**src/hw/rtl/hsv_range_mask_centroid_defines.svh**
```systemverilog
// ---------------------------------------------------------------------------
// hsv range mask centroid assertion macros
// shared concurrent assertion forms for the rtl
// ---------------------------------------------------------------------------
`ifndef HSV_RANGE_MASK_CENTROID_DEFINES_SVH
`define HSV_RANGE_MASK_CENTROID_DEFINES_SVH

// same-cycle implication
`define HSV_ASSERT_IMPL(name, clk, rst, ante, cons, msg) \
  name: assert property (@(posedge clk) disable iff (rst) (ante) |-> (cons)) \
    else $error(msg);

// next-cycle implication
`define HSV_ASSERT_NEXT(name, clk, rst, ante, cons, msg) \
  name: assert property (@(posedge clk) disable iff (rst) (ante) |=> (cons)) \
    else $error(msg);

`endif

```
**src/hw/rtl/hsvrmc_pkg.sv**
```systemverilog
// ---------------------------------------------------------------------------
// hsvrmc_pkg
// shared types, widths and codes of the hsv range mask centroid block
// ---------------------------------------------------------------------------
`timescale 1ns / 1ps
`default_nettype none

package hsvrmc_pkg;

  localparam int CHAN_W      = 8;
  localparam int FRAME_W_W   = 12;
  localparam int CENTER_W    = 11;
  localparam int TALLY_W     = 23;
  localparam int SUM_W       = 34;
  localparam int DIV_CNT_W   = $clog2(SUM_W + 1);
  localparam int CFG_IDX_W   = 4;
  localparam int CFG_DATA_W  = 12;

  localparam int MAX_WIDTH_DEF  = 2048;
  localparam int MAX_HEIGHT_DEF = 2048;

  localparam logic [CHAN_W-1:0]    CHAN_MAX      = 8'd255;
  localparam logic [FRAME_W_W-1:0] FRAME_W_RESET = 12'd640;
  localparam logic [CENTER_W-1:0]  CENTER_MAX    = 11'd2047;
  localparam logic [TALLY_W-1:0]   TALLY_MAX     = {TALLY_W{1'b1}};
  localparam logic [SUM_W-1:0]     SUM_MAX       = {SUM_W{1'b1}};

  localparam logic [CFG_IDX_W-1:0] REG_HUE_MIN     = 4'd0;
  localparam logic [CFG_IDX_W-1:0] REG_HUE_MAX     = 4'd1;
  localparam logic [CFG_IDX_W-1:0] REG_SAT_MIN     = 4'd2;
  localparam logic [CFG_IDX_W-1:0] REG_SAT_MAX     = 4'd3;
  localparam logic [CFG_IDX_W-1:0] REG_BRIGHT_MIN  = 4'd4;
  localparam logic [CFG_IDX_W-1:0] REG_BRIGHT_MAX  = 4'd5;
  localparam logic [CFG_IDX_W-1:0] REG_FIND_CENTER = 4'd6;
  localparam logic [CFG_IDX_W-1:0] REG_FRAME_WIDTH = 4'd7;

  typedef struct packed {
    logic [CHAN_W-1:0] hue;
    logic [CHAN_W-1:0] saturation;
    logic [CHAN_W-1:0] brightness;
    logic              end_of_frame;
  } pixel_t;

  typedef struct packed {
    logic                in_range;
    logic [CENTER_W-1:0] center_x;
    logic [CENTER_W-1:0] center_y;
    logic                center_valid;
    logic [TALLY_W-1:0]  match_count;
  } result_t;

  typedef struct packed {
    logic step;
    logic capture;
    logic div_start;
    logic div_sel_y;
    logic store_x;
    logic store_y;
    logic load_out;
    logic out_from_div;
  } dp_cmd_t;

  typedef struct packed {
    logic need_div;
    logic div_done;
  } dp_status_t;

endpackage

`default_nettype wire

```
**src/hw/rtl/hsvrmc_div.sv**
```systemverilog
// ---------------------------------------------------------------------------
// hsvrmc_div
// restoring divider, one quotient bit per cycle
// ---------------------------------------------------------------------------
`timescale 1ns / 1ps
`default_nettype none

module hsvrmc_div (
  input  wire logic                           clk,
  input  wire logic                           rst,
  input  wire logic                           start,
  input  wire logic [hsvrmc_pkg::SUM_W-1:0]   dividend,
  input  wire logic [hsvrmc_pkg::TALLY_W-1:0] divisor,
  output logic      [hsvrmc_pkg::SUM_W-1:0]   quotient,
  output logic                                done
);

  localparam int SW = hsvrmc_pkg::SUM_W;
  localparam int TW = hsvrmc_pkg::TALLY_W;
  localparam int CW = hsvrmc_pkg::DIV_CNT_W;

  logic [TW-1:0] rem;
  logic [SW-1:0] quo;
  logic [CW-1:0] cnt;
  logic          busy;

  logic [TW:0]   shifted;
  logic [TW:0]   trial;
  logic          take;

  assign shifted  = {rem, quo[SW-1]};
  assign take     = shifted >= {1'b0, divisor};
  assign trial    = shifted - {1'b0, divisor};
  assign quotient = quo;

  always_ff @(posedge clk) begin
    if (rst) begin
      busy <= 1'b0;
      done <= 1'b0;
    end else begin
      done <= 1'b0;
      if (start) begin
        busy <= 1'b1;
      end else if (busy && cnt == CW'(1)) begin
        busy <= 1'b0;
        done <= 1'b1;
      end
    end
  end

  always_ff @(posedge clk) begin
    if (start) begin
      rem <= '0;
      quo <= dividend;
      cnt <= CW'(SW);
    end else if (busy) begin
      rem <= take ? trial[TW-1:0] : shifted[TW-1:0];
      quo <= {quo[SW-2:0], take};
      cnt <= cnt - CW'(1);
    end
  end

endmodule

`default_nettype wire

```
**src/hw/rtl/hsvrmc_datapath.sv**
```systemverilog
// ---------------------------------------------------------------------------
// hsvrmc_datapath
// range compare, raster counters, sums, centroid divide and result register
// ---------------------------------------------------------------------------
`timescale 1ns / 1ps
`default_nettype none

module hsvrmc_datapath #(
  parameter int MAX_WIDTH  = hsvrmc_pkg::MAX_WIDTH_DEF,
  parameter int MAX_HEIGHT = hsvrmc_pkg::MAX_HEIGHT_DEF
) (
  input  wire logic                              clk,
  input  wire logic                              rst,
  input  wire logic                              cfg_write,
  input  wire logic [hsvrmc_pkg::CFG_IDX_W-1:0]  cfg_index,
  input  wire logic [hsvrmc_pkg::CFG_DATA_W-1:0] cfg_data,
  input  wire hsvrmc_pkg::pixel_t                pixel,
  input  wire hsvrmc_pkg::dp_cmd_t               cmd,
  output hsvrmc_pkg::dp_status_t                 status,
  output hsvrmc_pkg::result_t                    result
);

  localparam int CH   = hsvrmc_pkg::CHAN_W;
  localparam int FW   = hsvrmc_pkg::FRAME_W_W;
  localparam int SW   = hsvrmc_pkg::SUM_W;
  localparam int TW   = hsvrmc_pkg::TALLY_W;
  localparam int CTW  = hsvrmc_pkg::CENTER_W;
  localparam int COLW = $clog2(MAX_WIDTH);
  localparam int ROWW = $clog2(MAX_HEIGHT);
  localparam int MWW  = $clog2(MAX_WIDTH + 1);
  localparam int WW   = (MWW > FW) ? MWW : FW;

  logic [CH-1:0] hue_min;
  logic [CH-1:0] hue_max;
  logic [CH-1:0] sat_min;
  logic [CH-1:0] sat_max;
  logic [CH-1:0] bright_min;
  logic [CH-1:0] bright_max;
  logic          find_center;
  logic [FW-1:0] frame_width;

  logic [COLW-1:0] column_counter;
  logic [ROWW-1:0] row_counter;
  logic [TW-1:0]   pixel_tally;
  logic [SW-1:0]   column_sum;
  logic [SW-1:0]   row_sum;

  logic            cap_match;
  logic [TW-1:0]   cap_tally;
  logic [SW-1:0]   cap_col_sum;
  logic [SW-1:0]   cap_row_sum;
  logic [CTW-1:0]  cx;
  logic [CTW-1:0]  cy;

  logic            match;
  logic            acc;
  logic [TW-1:0]   tally_next;
  logic [SW-1:0]   col_sum_next;
  logic [SW-1:0]   row_sum_next;
  logic [SW:0]     col_add;
  logic [SW:0]     row_add;
  logic [WW-1:0]   width_eff;
  logic [WW-1:0]   col_plus;
  logic [SW-1:0]   quotient;
  logic [CTW-1:0]  quo_clamped;
  logic            div_done;
  hsvrmc_pkg::result_t direct;
  hsvrmc_pkg::result_t from_div;

  // configuration registers
  always_ff @(posedge clk) begin
    if (rst) begin
      hue_min     <= '0;
      hue_max     <= hsvrmc_pkg::CHAN_MAX;
      sat_min     <= '0;
      sat_max     <= hsvrmc_pkg::CHAN_MAX;
      bright_min  <= '0;
      bright_max  <= hsvrmc_pkg::CHAN_MAX;
      find_center <= 1'b1;
      frame_width <= hsvrmc_pkg::FRAME_W_RESET;
    end else if (cfg_write) begin
      unique case (cfg_index)
        hsvrmc_pkg::REG_HUE_MIN:     hue_min     <= cfg_data[CH-1:0];
        hsvrmc_pkg::REG_HUE_MAX:     hue_max     <= cfg_data[CH-1:0];
        hsvrmc_pkg::REG_SAT_MIN:     sat_min     <= cfg_data[CH-1:0];
        hsvrmc_pkg::REG_SAT_MAX:     sat_max     <= cfg_data[CH-1:0];
        hsvrmc_pkg::REG_BRIGHT_MIN:  bright_min  <= cfg_data[CH-1:0];
        hsvrmc_pkg::REG_BRIGHT_MAX:  bright_max  <= cfg_data[CH-1:0];
        hsvrmc_pkg::REG_FIND_CENTER: find_center <= cfg_data[0];
        hsvrmc_pkg::REG_FRAME_WIDTH: frame_width <= cfg_data[FW-1:0];
        default: begin
        end
      endcase
    end
  end

  assign match = (pixel.hue >= hue_min) && (pixel.hue <= hue_max)
              && (pixel.saturation >= sat_min) && (pixel.saturation <= sat_max)
              && (pixel.brightness >= bright_min) && (pixel.brightness <= bright_max);
  assign acc = match && find_center;

  assign col_add = {1'b0, column_sum} + (SW + 1)'(column_counter);
  assign row_add = {1'b0, row_sum} + (SW + 1)'(row_counter);

  always_comb begin
    tally_next   = pixel_tally;
    col_sum_next = column_sum;
    row_sum_next = row_sum;
    if (acc) begin
      tally_next   = (pixel_tally == hsvrmc_pkg::TALLY_MAX) ? pixel_tally
                                                            : pixel_tally + TW'(1);
      col_sum_next = col_add[SW] ? hsvrmc_pkg::SUM_MAX : col_add[SW-1:0];
      row_sum_next = row_add[SW] ? hsvrmc_pkg::SUM_MAX : row_add[SW-1:0];
    end
  end

  // zero width acts as one, oversize width as the maximum
  always_comb begin
    if (frame_width == '0) begin
      width_eff = WW'(1);
    end else if (WW'(frame_width) > WW'(MAX_WIDTH)) begin
      width_eff = WW'(MAX_WIDTH);
    end else begin
      width_eff = WW'(frame_width);
    end
  end
  assign col_plus = WW'(column_counter) + WW'(1);

  always_ff @(posedge clk) begin
    if (rst) begin
      column_counter <= '0;
      row_counter    <= '0;
      pixel_tally    <= '0;
      column_sum     <= '0;
      row_sum        <= '0;
    end else if (cmd.step) begin
      if (pixel.end_of_frame) begin
        column_counter <= '0;
        row_counter    <= '0;
        pixel_tally    <= '0;
        column_sum     <= '0;
        row_sum        <= '0;
      end else begin
        pixel_tally <= tally_next;
        column_sum  <= col_sum_next;
        row_sum     <= row_sum_next;
        if (col_plus >= width_eff) begin
          column_counter <= '0;
          if (row_counter != ROWW'(MAX_HEIGHT - 1)) begin
            row_counter <= row_counter + ROWW'(1);
          end
        end else begin
          column_counter <= col_plus[COLW-1:0];
        end
      end
    end
  end

  assign status.need_div = pixel.end_of_frame && find_center && (tally_next != '0);
  assign status.div_done = div_done;

  always_ff @(posedge clk) begin
    if (cmd.capture) begin
      cap_match   <= match;
      cap_tally   <= tally_next;
      cap_col_sum <= col_sum_next;
      cap_row_sum <= row_sum_next;
    end
  end

  hsvrmc_div u_div (
    .clk      (clk),
    .rst      (rst),
    .start    (cmd.div_start),
    .dividend (cmd.div_sel_y ? cap_row_sum : cap_col_sum),
    .divisor  (cap_tally),
    .quotient (quotient),
    .done     (div_done)
  );

  assign quo_clamped = (|quotient[SW-1:CTW]) ? hsvrmc_pkg::CENTER_MAX : quotient[CTW-1:0];

  always_ff @(posedge clk) begin
    if (cmd.store_x) begin
      cx <= quo_clamped;
    end
    if (cmd.store_y) begin
      cy <= quo_clamped;
    end
  end

  always_comb begin
    direct              = '0;
    direct.in_range     = match;
    direct.match_count  = pixel.end_of_frame ? tally_next : '0;
    from_div.in_range     = cap_match;
    from_div.center_x     = cx;
    from_div.center_y     = cy;
    from_div.center_valid = 1'b1;
    from_div.match_count  = cap_tally;
  end

  // result register
  always_ff @(posedge clk) begin
    if (cmd.load_out) begin
      result <= cmd.out_from_div ? from_div : direct;
    end
  end

endmodule

`default_nettype wire

```
**src/hw/rtl/hsvrmc_ctrl.sv**
```systemverilog
// ---------------------------------------------------------------------------
// hsvrmc_ctrl
// sequencer for pixel transactions, centroid divide and result handshake
// ---------------------------------------------------------------------------
`timescale 1ns / 1ps
`default_nettype none
`include "hsv_range_mask_centroid_defines.svh"

module hsvrmc_ctrl (
  input  wire logic                   clk,
  input  wire logic                   rst,
  input  wire logic                   pixel_valid,
  output logic                        pixel_stall,
  output logic                        result_valid,
  input  wire logic                   result_stall,
  input  wire hsvrmc_pkg::dp_status_t status,
  output hsvrmc_pkg::dp_cmd_t         cmd
);

  localparam logic [2:0] ST_RUN   = 3'd0;
  localparam logic [2:0] ST_XGO   = 3'd1;
  localparam logic [2:0] ST_XWAIT = 3'd2;
  localparam logic [2:0] ST_YGO   = 3'd3;
  localparam logic [2:0] ST_YWAIT = 3'd4;
  localparam logic [2:0] ST_EMIT  = 3'd5;

  logic [2:0] state;
  logic [2:0] state_next;
  logic       out_busy;
  logic       accept;

  assign out_busy    = result_valid && result_stall;
  assign pixel_stall = (state != ST_RUN) || out_busy;
  assign accept      = pixel_valid && !pixel_stall;

  always_comb begin
    cmd        = '0;
    state_next = state;
    unique case (state)
      ST_RUN: begin
        cmd.step = accept;
        if (accept) begin
          if (status.need_div) begin
            cmd.capture = 1'b1;
            state_next  = ST_XGO;
          end else begin
            cmd.load_out = 1'b1;
          end
        end
      end
      ST_XGO: begin
        cmd.div_start = 1'b1;
        state_next    = ST_XWAIT;
      end
      ST_XWAIT: begin
        if (status.div_done) begin
          cmd.store_x = 1'b1;
          state_next  = ST_YGO;
        end
      end
      ST_YGO: begin
        cmd.div_start = 1'b1;
        cmd.div_sel_y = 1'b1;
        state_next    = ST_YWAIT;
      end
      ST_YWAIT: begin
        if (status.div_done) begin
          cmd.store_y = 1'b1;
          state_next  = ST_EMIT;
        end
      end
      ST_EMIT: begin
        if (!out_busy) begin
          cmd.load_out     = 1'b1;
          cmd.out_from_div = 1'b1;
          state_next       = ST_RUN;
        end
      end
      default: begin
        state_next = ST_RUN;
      end
    endcase
  end

  always_ff @(posedge clk) begin
    if (rst) begin
      state        <= ST_RUN;
      result_valid <= 1'b0;
    end else begin
      state <= state_next;
      if (cmd.load_out) begin
        result_valid <= 1'b1;
      end else if (!result_stall) begin
        result_valid <= 1'b0;
      end
    end
  end

  `HSV_ASSERT_IMPL(a_stall_while_busy, clk, rst, state != ST_RUN, pixel_stall, "pixel taken during centroid divide")
  `HSV_ASSERT_IMPL(a_no_overwrite, clk, rst, result_valid && result_stall, !cmd.load_out, "waiting result overwritten")
  `HSV_ASSERT_NEXT(a_div_entry, clk, rst, cmd.capture, state == ST_XGO, "frame end did not start divide")
  `HSV_ASSERT_IMPL(a_done_when_waiting, clk, rst, status.div_done, state == ST_XWAIT || state == ST_YWAIT, "divider done outside wait")

endmodule

`default_nettype wire

```
**src/hw/rtl/hsv_range_mask_centroid.sv**
```systemverilog
// ---------------------------------------------------------------------------
// hsv_range_mask_centroid
// hsv range mask with per-frame centroid of matching pixels
// ---------------------------------------------------------------------------
//
//  channel   signals                               handshake
//  pixel     pixel_valid, pixel_stall, pixel       valid / stall
//  result    result_valid, result_stall, result    valid / stall
//  cfg       cfg_valid, cfg_ready, cfg_index/data  valid / ready
//
//  one pixel per cycle outside a divide; the result register lets the next
//  pixel in while a result waits, as long as that result is taken in the same
//  cycle; a frame end pixel with centre finding on and a nonzero tally stalls
//  pixels: the shared 34-step restoring divider runs once for x, once for y
//  reset restores register defaults and clears counters and sums, no sweep
//  configuration writes are always taken
//
`timescale 1ns / 1ps
`default_nettype none

module hsv_range_mask_centroid #(
  parameter int MAX_WIDTH  = hsvrmc_pkg::MAX_WIDTH_DEF,
  parameter int MAX_HEIGHT = hsvrmc_pkg::MAX_HEIGHT_DEF
) (
  input  wire logic                              clk,
  input  wire logic                              rst,
  input  wire logic                              pixel_valid,
  output logic                                   pixel_stall,
  input  wire hsvrmc_pkg::pixel_t                pixel,
  output logic                                   result_valid,
  input  wire logic                              result_stall,
  output hsvrmc_pkg::result_t                    result,
  input  wire logic                              cfg_valid,
  output logic                                   cfg_ready,
  input  wire logic [hsvrmc_pkg::CFG_IDX_W-1:0]  cfg_index,
  input  wire logic [hsvrmc_pkg::CFG_DATA_W-1:0] cfg_data
);

  hsvrmc_pkg::dp_cmd_t    cmd;
  hsvrmc_pkg::dp_status_t status;

  assign cfg_ready = 1'b1;

  hsvrmc_datapath #(
    .MAX_WIDTH  (MAX_WIDTH),
    .MAX_HEIGHT (MAX_HEIGHT)
  ) u_datapath (
    .clk       (clk),
    .rst       (rst),
    .cfg_write (cfg_valid && cfg_ready),
    .cfg_index (cfg_index),
    .cfg_data  (cfg_data),
    .pixel     (pixel),
    .cmd       (cmd),
    .status    (status),
    .result    (result)
  );

  hsvrmc_ctrl u_ctrl (
    .clk          (clk),
    .rst          (rst),
    .pixel_valid  (pixel_valid),
    .pixel_stall  (pixel_stall),
    .result_valid (result_valid),
    .result_stall (result_stall),
    .status       (status),
    .cmd          (cmd)
  );

endmodule

`default_nettype wire

```
**config.mk**
```make
export PLATFORM = sky130hd
export DESIGN_NAME = hsv_range_mask_centroid
export DESIGN_NICKNAME = d
export VERILOG_FILES = /design/src/hw/rtl/hsvrmc_pkg.sv /design/src/hw/rtl/hsvrmc_div.sv /design/src/hw/rtl/hsvrmc_datapath.sv /design/src/hw/rtl/hsvrmc_ctrl.sv /design/src/hw/rtl/hsv_range_mask_centroid.sv
export VERILOG_INCLUDE_DIRS = /design/src /design/src/hw/rtl
export SDC_FILE = /design/constraint.sdc
export NUM_CORES = 1
export LEC_CHECK = 0
export ABC_AREA = 1
export BUFFER_PORTS_ARGS = -buffer_cell sky130_fd_sc_hd__buf_2
export CAP_MARGIN = 20
export CORE_MARGIN = 5
export CORE_UTILIZATION = 52
export DETAILED_ROUTE_END_ITERATION = 8
export GPL_ROUTABILITY_DRIVEN = 0
export HOLD_SLACK_MARGIN = 0.12
export MAX_ROUTING_LAYER = met4
export PLACE_DENSITY = 0.68
export SYNTH_ARGS = -nofsm -noshare
export SYNTH_HDL_FRONTEND = slang
export SYNTH_HIERARCHICAL = 1
export SYNTH_SLANG_ARGS = --single-unit
export TNS_END_PERCENT = 50
```
**constraint.sdc**
```tcl
create_clock -name clk -period 13.5 [get_ports clk]
set_input_delay 2.7 -clock clk [delete_from_list [all_inputs] [get_ports clk]]
set_output_delay 2.7 -clock clk [all_outputs]
set_load 0.01 [all_outputs]
```
# Word-level counts from Yosys, hierarchy flattened
# Cells that the tools add are included.
[op_classes]
n_reduce_logical = 35
muxes = 47
magnitude_cmp = 9
n_addsub = 7
n_eq_ne = 21
[ops]
columns = ["op", "count"]
rows = [
  ["$mux 34", 9],
  ["$mux 23", 5],
  ["$add 34x11->35", 2],
  ["$mux 11", 6],
  ["$mux 47", 1],
  ["$ge 24x23->1", 1],
  ["$ge 8x8->1", 3],
  ["$le 8x8->1", 3],
  ["$mux 12", 2],
  ["$add 23x1->23 const B", 1],
  ["$eq 23x23->1 const B", 1],
  ["$reduce_bool 23->1", 1],
  ["$reduce_or 23->1", 1],
  ["$sub 23x23->23", 1],
  ["$pmux 3 s6", 1],
  ["$eq 4x3->1 const B", 4],
  ["$reduce_and 2->1", 8],
  ["$mux 1", 15],
  ["$mux 3", 5],
  ["$add 11x1->12 const B", 1],
  ["$ge 12x12->1", 1],
  ["$gt 12x12->1 const B", 1],
  ["$logic_not 12->1", 1],
  ["$add 11x1->11 const B", 1],
  ["other kinds (22)", 44],
]
[totals]
elab_cells = 150
out_inout_bits = 50
register_bits = 404

# Logic depth before layout (Yosys ltp)
# Gate-level depths: netlist of run 1.
[depth]
word_depth = 14
ltp_mapped = 29

# Cells and area by module
# Netlist of run 1, hierarchy kept.
[modules_own_cells]
columns = ["mod", "area_per_inst_um2", "seq_area_each_um2", "n_inst", "cells_each"]
rows = [
  ["hsvrmc_datapath", 18395.1, 8318.0, 1, 2323],
  ["hsvrmc_div", 4494.3, 1641.6, 1, 702],
  ["hsvrmc_ctrl", 341.6, 80.1, 1, 55],
  ["hsv_range_mask_centroid", 11.3, 0.0, 1, 2],
]

# Worst setup path before layout of run 1
# No wires, ideal clock.
[synth_timing]
path_kind = "input port to flip-flop"
startpoint = "in pixel[24] (netlist bit)"
endpoint = "reg u_datapath.cap_col_sum[0], enable pin"
cell_stages = 18
path_slack_ns = 2.118
arrival_ns = 10.726
setup_ns = 0.656
path_cell_list = "ha_1 > a21o_1 > nor2_1 > nand2_1 > nand2_2 > nand3_4 > nor2_8 > nand3_4 > buf_6 > buf_4 > o21a_1 > nand2_1 > nor2_1 > nand3_1 > nand2_1 > inv_1 > inv_1 > nor3_1"
[synth_rtl]
columns = ["element", "line_no", "rtl"]
rows = [
  ["start: declaration", "hsv_range_mask_centroid.sv:29", "input wire hsvrmc_pkg::pixel_t pixel,"],
  ["end signal: assignment", "hsvrmc_datapath.sv:166", "cap_col_sum <= col_sum_next;"],
  ["end: declaration", "hsvrmc_datapath.sv:50", "logic [SW-1:0] cap_col_sum;"],
]

==> impl_metrics.tcl, run 1 <==
set metrics [dict create \
    dp_slack_ns 5.724 \
    max_stage_delay_ns 0.75 \
    rsz0062_at_grt "no" \
    crit_path_max_fanout 71 \
    path_class "primary input to flop" \
    core_sq_um 44220 \
    hold_class "flop to flop" \
    dr.pass1.iters 6 \
    period_minus_slack_ns 7.084 \
    hold_viol 0 \
    synth_top_area_frac 0.2519 \
    powerDensity_nw_per_um2 145.9 \
    yosys.area.top_type "edfxtp_1" \
    setup_tns_ns 0 \
    dieArea_sq_um 49020 \
    synth.distinct_cells 59 \
    worstPathCellList "buf_2 > ha_1 > nand2_1 > nor2_1 > nand4_1 > nand2_1 > nand2_2 > nor2_8 > nand3_4 > inv_2 > nand2_1 > nand2_1 > nor2_1 > nand2_1 > nor2_1 > nand3_1 > nand2_1 > inv_1 > inv_1 > nor3_2 > buf_4 > buf_4" \
    wl_per_cell_um 15.16 \
    finalClockSkew_ns 0.02384 \
    whs_ns 0.4598 \
    dp_hpwl_um 40870 \
    tightest_slew_ns 1.042 \
    h-tree-depth 2 \
    ir_drop_mv 0.09737 \
    p_leak_nw 11.24 \
    path_clk_slew_ns 0.06 \
    slew_violations 0 \
    vias 20100 \
    overflow 0 \
    wl_um 56950 \
    synth.top_cells.by_area "edfxtp_1 (25%), dfxtp_1 (18%), nand2_1 (16%), ha_1 (5.9%), inv_1 (5.9%)" \
    cts_tree "built" \
    port_buffers 94 \
    die_w_um 221.4 \
    synth_edf_count 195 \
    grt_max_degree 93 \
    ys_seq_area_frac 0.4320 \
    end_kind "flop" \
    synthCells 3082 \
    vias_per_cell 5.352 \
    final_cells 3756 \
    ant_nets 0 \
    cts_resized 0 \
    synthTopCellsByCount "nand2_1 (979), inv_1 (363), nor2_1 (267)" \
    rows 77 \
    post_cts_buffers 0 \
    crit_top_cell "nand2_1" \
    drc_errors 0 \
    cts_sinks 404 \
    postLayoutCoreUtil 0.5792 \
    synth_ff_type "dfxtp_1" \
    fin_crit_sh 0.5248 \
    cts_buffers 45 \
    start_kind "primary input" \
    start_util 0.5256 \
    synth_nets 3241 \
    synth.cell_area_sq_um 23240 \
    synth.most_common_cell "nand2_1" \
    drive_above_1_share 0.09327 \
    drtIter0Drc 1692 \
    critPathSlowestCell "buf_4" \
    async_flop_share 0 \
    yosys_warnings 6 \
    io_pins 96 \
    chipHeight_um 221.4 \
    syn_avg_cell_area_sq_um 7.541 \
    setup_viol 0 \
    fin_area_sq_um 25610 \
    fmax_mhz 141.2 \
    cts_buffer_depth 3 \
    antenna_found_initial 1 \
    cts_hold_buf 0 \
    dp_cells 3670 \
    total_power_mw 3.738 \
    relSlewSlack 0.3054 \
    ys_ff_latch 404 \
    placed_area_sq_um 24070 \
    grt_pass1_wl_um 93120 \
    outcome "finished, final reports clean" \
    cp.arrival_ns 7.27 \
    nNetsFinal 3286 \
    clockRootBuffer "clkbuf_16" \
    grt_use_total 0.2314 \
    worst_slack_ns 6.416 \
    critPathRequiredTime_ns 13.69 \
    area_growth_pct 10.21 \
    clk_latency_ns 0.58 \
    maxCapViolations 0 \
    grt_pass1_vias 18640 \
]
==> flip-flops by register name, indices dropped and copies added, names as in the netlist, 12 cells and up <==
name / count
u_datapath/u_div/quotient: 34
u_datapath/cap_row_sum: 34
u_datapath/column_sum: 34
u_datapath/u_div/rem: 23
u_datapath/result: 47
u_datapath/cap_col_sum: 34
u_datapath/cap_tally: 23
u_datapath/pixel_tally: 23
u_datapath/frame_width: 12
u_datapath/row_sum: 34
==> placed cells by master (no fill, tap or decap), types with 7 or more instances in the layout <==
cell,instances
xnor2_1,27
nor2_1,265
edfxtp_1,195
nand2_1,979
clkinv_2,12
o21a_1,15
a21oi_1,213
nor2_2,10
dfxtp_1,209
ha_1,110
nor2_4,10
nand3b_1,14
nor3_1,28
clkbuf_16,46
inv_2,13
o21ai_1,17
mux2_2,34
xor2_1,39
nand3_1,118
o211ai_1,28
clkbuf_1,8
inv_1,362
o21ai_0,113
nand4_1,72
buf_2,93
nor4_1,16
o21bai_1,7
buf_4,16
nand2_2,16
==> worst max-delay path, delay by kind of cell <==
family        cells  cell delay, ns
buf+inv           6            2.03
fa+ha+maj         1            0.28
simple gates     15            2.18
==> per-layer routing <==
| layer | GRT usage | vias to the layer above | share of wire |
|---|---|---|---|
| met5 | - | - | 0 |
| met2 | 0.3608 | 614 | 0.46 |
| li1 | - | 10120 | - |
| met4 | 0.06284 | 0 | 0.020 |
| met1 | 0.3226 | 9283 | 0.46 |
| met3 | 0.02836 | 87 | 0.063 |
==> layout make-up <==
| cell class | instances | area [sq um] |
|---|---|---|
| well taps | 592 | 740.7 |
| inverters | 379 | 1423 |
| multi-input cells | 2186 | 11290 |
| fillers | 4070 | 18610 |
| repair buffers | 111 | 608.1 |
| clock inverters | 26 | 292.8 |
| clock buffers | 57 | 1222 |
| flip-flops and latches | 404 | 10040 |
| diodes | 1 | 2.502 |
==> worst paths after layout <==
check                                         from                                  end  slack [ns]  cells past startpoint
max                                       pixel[8]  u_datapath/cap_col_sum[2]$_DFFE_PP_        6.42                     22
min             u_datapath/hue_min[3]$_SDFFE_PP0P_   u_datapath/hue_min[3]$_SDFFE_PP0P_        0.46                      2
max reg2reg  u_datapath/bright_max[7]$_SDFFE_PP1P_  u_datapath/cap_col_sum[2]$_DFFE_PP_        8.29                     22
min reg2reg     u_datapath/hue_min[3]$_SDFFE_PP0P_   u_datapath/hue_min[3]$_SDFFE_PP0P_        0.46                      2
==> where the power goes <==
part           switching, mW  internal, mW
sequential            0.0897          1.50
combinational          0.623         0.277
clock                  0.505         0.743
total                   1.22          2.52
==> cell families after synthesis <==
logic type      share of synthesized area
xor+xnor                          0.02487
compound gates                    0.09894
fa+ha+maj                         0.06180
buf+inv                           0.08382
simple gates                       0.2820
other cells                     0.0001613
mux                               0.01647
flops                              0.4320
Note: power is estimated with default switching activity, not from simulation.
==> inputs of run 2 (changes only) <==
PLACE_DENSITY = 0.71   (was 0.68)
clock period = 6.5 ns   (was 13.5 ns; I/O delays follow)
==> run 2 against run 1 <==
  * Via count grew 0.88%
  * Clock skew increased by 0.0082 ns
  * Critical endpoint is now u_datapath/result[17]$_DFFE_PP_
  * Non-clock buffer count is the same
  * Utilization barely moved
  * Power is 110% higher
  * Sequential power increased by 110%
  * Clock power increased by 100%
  * Largest cell class unchanged
  * Flip-flop and latch count unchanged
  * Setup slack worse by 4.7 ns
==> impl_metrics.tcl, run 2 (synthesis gave the netlist of run 1 again) <==
set metrics [dict create \
    whs_endpoint "u_datapath/hue_min[3]$_SDFFE_PP0P_" \
    top_register "u_datapath/result" \
    start_util 0.5256 \
    cts_tree "built" \
    outcome "finished, final reports clean" \
    dp_cells 3671 \
    chipHeight_um 221.4 \
    core_sq_um 44220 \
    critPathSlowestCell "nand3_4" \
    reg2reg_from "u_datapath/sat_max[7]$_SDFFE_PP1P_" \
    whs_path_depth 2 \
    ir_drop_mv 0.2212 \
    slew_violations 0 \
    grt_use_total 0.2341 \
    hold_class "flop to flop" \
    io_pins 96 \
    rows 77 \
    nNetsFinal 3286 \
    grt_pass1_wl_um 94200 \
    whs_ns 0.4589 \
    fin_crit_sh 0.7366 \
    vias_per_cell 5.399 \
    start_kind "primary input" \
    worstPathCellList "buf_2 > ha_1 > nand2_1 > nor2_1 > nand4_1 > nand2_1 > nand2_2 > nor2_8 > nand3_4 > nand2_1 > nand2_2 > nor2_1 > nand2_1 > nor2_1 > nand3_1 > nand2_1 > inv_1 > inv_1 > nand2_2 > o21ai_4 > buf_4" \
    drc_errors 0 \
    period_minus_slack_ns 4.788 \
    final_cell_mix "nand2_1 (979), inv_1 (362), nor2_1 (265)" \
    cts_hold_buf 0 \
    fmax_mhz 208.9 \
    setup_viol 0 \
    crit_path_max_fanout 38 \
    powerDensity_nw_per_um2 302.4 \
    drive_above_1_share 0.09197 \
    p_leak_nw 11.22 \
    cts_buffer_depth 3 \
    overflow 0 \
    post_cts_buffers 0 \
    min_from "u_datapath/hue_min[3]$_SDFFE_PP0P_" \
    cts_resized 0 \
    setup_tns_ns 0 \
    ant_nets 0 \
    final_common_cell "nand2_1" \
    largest_reg_flops 47 \
    diodes 0 \
    vias 20280 \
    wl_um 57910 \
    grt_max_degree 93 \
    dieArea_sq_um 49020 \
    area_growth_pct 10.12 \
    wl_per_cell_um 15.42 \
    relSlewSlack 0.2796 \
    dr.pass1.iters 6 \
    port_buffers 94 \
    die_w_um 221.4 \
    rr_endpoint "u_datapath/result[17]$_DFFE_PP_" \
    maxCapViolations 0 \
    rsz0062_at_grt "no" \
    h-tree-depth 2 \
    antenna_found_initial 0 \
    finalClockSkew_ns 0.03208 \
    max_stage_delay_ns 0.53 \
    drtIter0Drc 2032 \
    cts_buffers 45 \
    crit_top_cell "nand2_1" \
    grt_pass1_vias 18620 \
    dp_hpwl_um 41750 \
    final_cells 3756 \
    cp.arrival_ns 5.05 \
    r2r_setup_slack_ns 2.17 \
    rr_worst_depth 21 \
    clk_latency_ns 0.58 \
    cts_sinks 404 \
    critPathRequiredTime_ns 6.76 \
    tightest_slew_ns 1.081 \
    hold_viol 0 \
    path_clk_slew_ns 0.06 \
    end_kind "flop" \
    path_class "primary input to flop" \
    clockRootBuffer "clkbuf_16" \
]
run 2: cell count changes in the layout (fill, tap and decap cells not counted), moves of 2 or more:
cell / change
clkbuf_1: +5
inv_6: -2
clkinv_2: -2
clkinv_4: +2
run 2: final cells by class:
type	instances	area (sq um)
clock buffer	62	1252
tap	592	740.7
clock inverter	22	232.7
sequential	404	10040
inverter	379	1423
fill	3964	18630
timing repair buffer	111	613.1
multi-input combinational	2186	11290
run 2: worst max-delay path by stage:
stage / end / start / depth (start not counted)
floorplan: u_datapath/cap_col_sum[0]$_DFFE_PP_ / pixel[24] / 18
CTS: u_datapath/result[18]$_DFFE_PP_ / pixel[22] / 22
finish: u_datapath/result[17]$_DFFE_PP_ / pixel[16] / 21
global placement: u_datapath/result[18]$_DFFE_PP_ / pixel[16] / 21
detailed placement: u_datapath/result[18]$_DFFE_PP_ / pixel[22] / 22
global route: u_datapath/result[21]$_DFFE_PP_ / pixel[22] / 22
run 2: critical path: cells and delay by family:
family / cells / cell delay [ns]
compound gates: 1 / 0.35
buf+inv: 4 / 0.70
simple gates: 15 / 2.38
fa+ha+maj: 1 / 0.30
run 2: power by group:
| group | internal, mW | switching, mW | total (mW) |
|---|---|---|---|
| registers | 3.11 | 0.197 | 3.31 |
| clock network | 1.51 | 1.03 | 2.54 |
| logic | 0.578 | 1.31 | 1.89 |
| total | 5.21 | 2.53 | 7.74 |
run 2: through the flow:
step	util	setup WS (ns)	power, mW	instance area [sq um]
floorplan	-	0.7262	4.714	23250
global route	0.5788	1.352	8.179	25590
finish	0.5788	1.712	7.740	25590
detailed placement	0.5450	1.080	5.231	24100
global placement	0.5450	1.237	5.173	24100
CTS	0.5786	1.687	7.787	25590
run 2: per-layer routing:
| metal | wire length, um | global-route usage | vias to the layer above | part of all wire |
|---|---|---|---|---|
| met3 | 3896 | 0.03459 | 123 | 0.067 |
| met2 | 26290 | 0.3614 | 652 | 0.45 |
| met4 | 1760 | 0.07536 | 0 | 0.030 |
| li1 | - | - | 10110 | - |
| met5 | 0 | - | - | 0 |
| met1 | 25970 | 0.3208 | 9389 | 0.45 |
==> inputs of run 3 (changes only) <==
clock period = 4.4 ns   (was 6.5 ns; I/O delays follow)
==> run 3 against run 2 <==
  * Flip-flop and latch count unchanged
  * Count of clock-buffer cells in the layout unchanged
  * Sequential power increased by 48%
  * Register-to-register slack worse by 1.6 ns
  * Critical path depth down 2
  * Largest cell class unchanged
  * Power increased by 48%
  * Die area unchanged
==> impl_metrics.tcl, run 3 (synthesis gave the netlist of run 1 again) <==
set metrics [dict create \
    whs_ns 0.4607 \
    h-tree-depth 2 \
    wl_per_cell_um 15.23 \
    start_kind "flop" \
    crit_path_max_fanout 7 \
    r2r_setup_slack_ns 0.60 \
    reg2reg_from "u_datapath/column_counter[0]$_SDFFE_PP0P_" \
    start_util 0.5256 \
    period_minus_slack_ns 3.796 \
    endpoint "u_datapath/row_counter[7]$_SDFFE_PP0P_" \
    rsz0062_at_grt "no" \
    end_kind "flop" \
    hold_class "flop to flop" \
    wl_um 57400 \
    cp.arrival_ns 4.24 \
    antenna_found_initial 5 \
    cts_tree "built" \
    cp-startpoint "u_datapath/column_counter[0]$_SDFFE_PP0P_" \
    worst_slack_ns 0.6036 \
    nNetsFinal 3295 \
    rr_endpoint "u_datapath/row_counter[7]$_SDFFE_PP0P_" \
    grt_pass1_wl_um 94870 \
    port_buffers 94 \
    fin_crit_sh 0.8628 \
    ant_nets 0 \
    finalClockSkew_ns 0.01852 \
    area_growth_pct 11.47 \
    cts_sinks 404 \
    overflow 0 \
    io_pins 96 \
    dr.pass1.iters 5 \
    hold_viol 0 \
    slew_violations 0 \
    path_class "flop to flop" \
    post_cts_buffers 0 \
    grt_pass1_vias 19120 \
    drive_above_1_share 0.1018 \
    die_w_um 221.4 \
    critPathRequiredTime_ns 4.85 \
    dp_slack_ns 0.2595 \
    rows 77 \
    setup_viol 0 \
    dp_hpwl_um 42050 \
    powerDensity_nw_per_um2 441.2 \
    grt_use_total 0.2347 \
    maxCapViolations 0 \
    dieArea_sq_um 49020 \
    clockRootBuffer "clkbuf_16" \
    drc_errors 0 \
    final_common_cell "nand2_1" \
    fmax_mhz 263.4 \
    drtIter0Drc 1639 \
    tightest_slew_ns 0.9916 \
    cts_hold_buf 0 \
    cts_buffers 44 \
    ir_drop_mv 0.2904 \
    largest_reg_flops 47 \
    vias 20170 \
    p_leak_nw 11.27 \
    relSlewSlack 0.3390 \
    clk_latency_ns 0.56 \
    setup_tns_ns 0 \
    top_register "u_datapath/result" \
    outcome "finished, final reports clean" \
    grt_max_degree 101 \
    chipHeight_um 221.4 \
    core_sq_um 44220 \
    final_cell_mix "nand2_1 (978), inv_1 (358), nor2_1 (265)" \
    cts_resized 0 \
    cts_buffer_depth 3 \
    path_clk_slew_ns 0.06 \
    rr_worst_depth 19 \
    vias_per_cell 5.351 \
]
==> run 3: cell type report <==
type | count | area, sq um
inverters | 379 | 1428
clock buffers | 62 | 1313
flip-flops and latches | 404 | 10040
fillers | 3996 | 18310
multi-input cells | 2186 | 11470
diodes | 6 | 15.01
well taps | 592 | 740.7
clock inverters | 20 | 172.7
repair buffers | 121 | 725.7
==> run 3: stage by stage <==
step                      cell area (sq um)  power, mW    util  std cells
after CTS                             25880      11.52  0.5853       3763
after global placement                24400      7.699  0.5518       3681
after global routing                  25900      12.12  0.5858       3769
final                                 25910      11.43  0.5859       3770
after detailed placement              24400      7.774  0.5518       3681
after floorplan                       23450      6.975       -       3082
==> run 3: per-layer routing <==
metal / GRT usage / wire length, um / vias up
met5: - / 0 / -
met4: 0.07576 / 1574 / 0
met3: 0.04042 / 3859 / 103
met2: 0.3669 / 26150 / 601
met1: 0.3139 / 25820 / 9317
li1: - / - / 10150
==> run 3: power by group <==
part | switching [mW] | internal, mW | total (mW)
Combinational | 1.93 | 0.903 | 2.83
Clock | 1.50 | 2.21 | 3.71
Sequential | 0.287 | 4.60 | 4.89
Total | 3.72 | 7.71 | 11.4
==> run 3: worst min-delay path by stage <==
stage | start | end | slack [ns] | depth (start not counted)
3_3_place_gp | u_datapath/bright_min[6]$_SDFFE_PP0P_ | u_datapath/bright_min[6]$_SDFFE_PP0P_ | 0.45 | 2
4_1_cts | u_datapath/bright_min[2]$_SDFFE_PP0P_ | u_datapath/bright_min[2]$_SDFFE_PP0P_ | 0.46 | 2
5_1_grt | u_datapath/bright_min[2]$_SDFFE_PP0P_ | u_datapath/bright_min[2]$_SDFFE_PP0P_ | 0.49 | 2
3_5_place_dp | u_datapath/bright_min[2]$_SDFFE_PP0P_ | u_datapath/bright_min[2]$_SDFFE_PP0P_ | 0.45 | 2
6_report | u_datapath/bright_min[3]$_SDFFE_PP0P_ | u_datapath/bright_min[3]$_SDFFE_PP0P_ | 0.46 | 2
2_1_floorplan | u_datapath/hue_min[4]$_SDFFE_PP0P_ | u_datapath/hue_min[4]$_SDFFE_PP0P_ | 0.43 | 2
==> run 3: critical path: stages (launching register included) <==
cell	delay, ns
dfxtp_1	0.44
ha_1	0.23
nand3_1	0.12
nor3b_1	0.38
nand3_1	0.18
nand3b_1	0.21
xnor2_1	0.17
ha_1	0.30
nand2_1	0.07
nor2_1	0.18
nand2_1	0.07
nand2_1	0.06
a31oi_1	0.05
nand3_1	0.17
nand2_1	0.09
a21oi_1	0.34
inv_1	0.22
nor2_1	0.20
xnor2_1	0.14
nor2_1	0.05
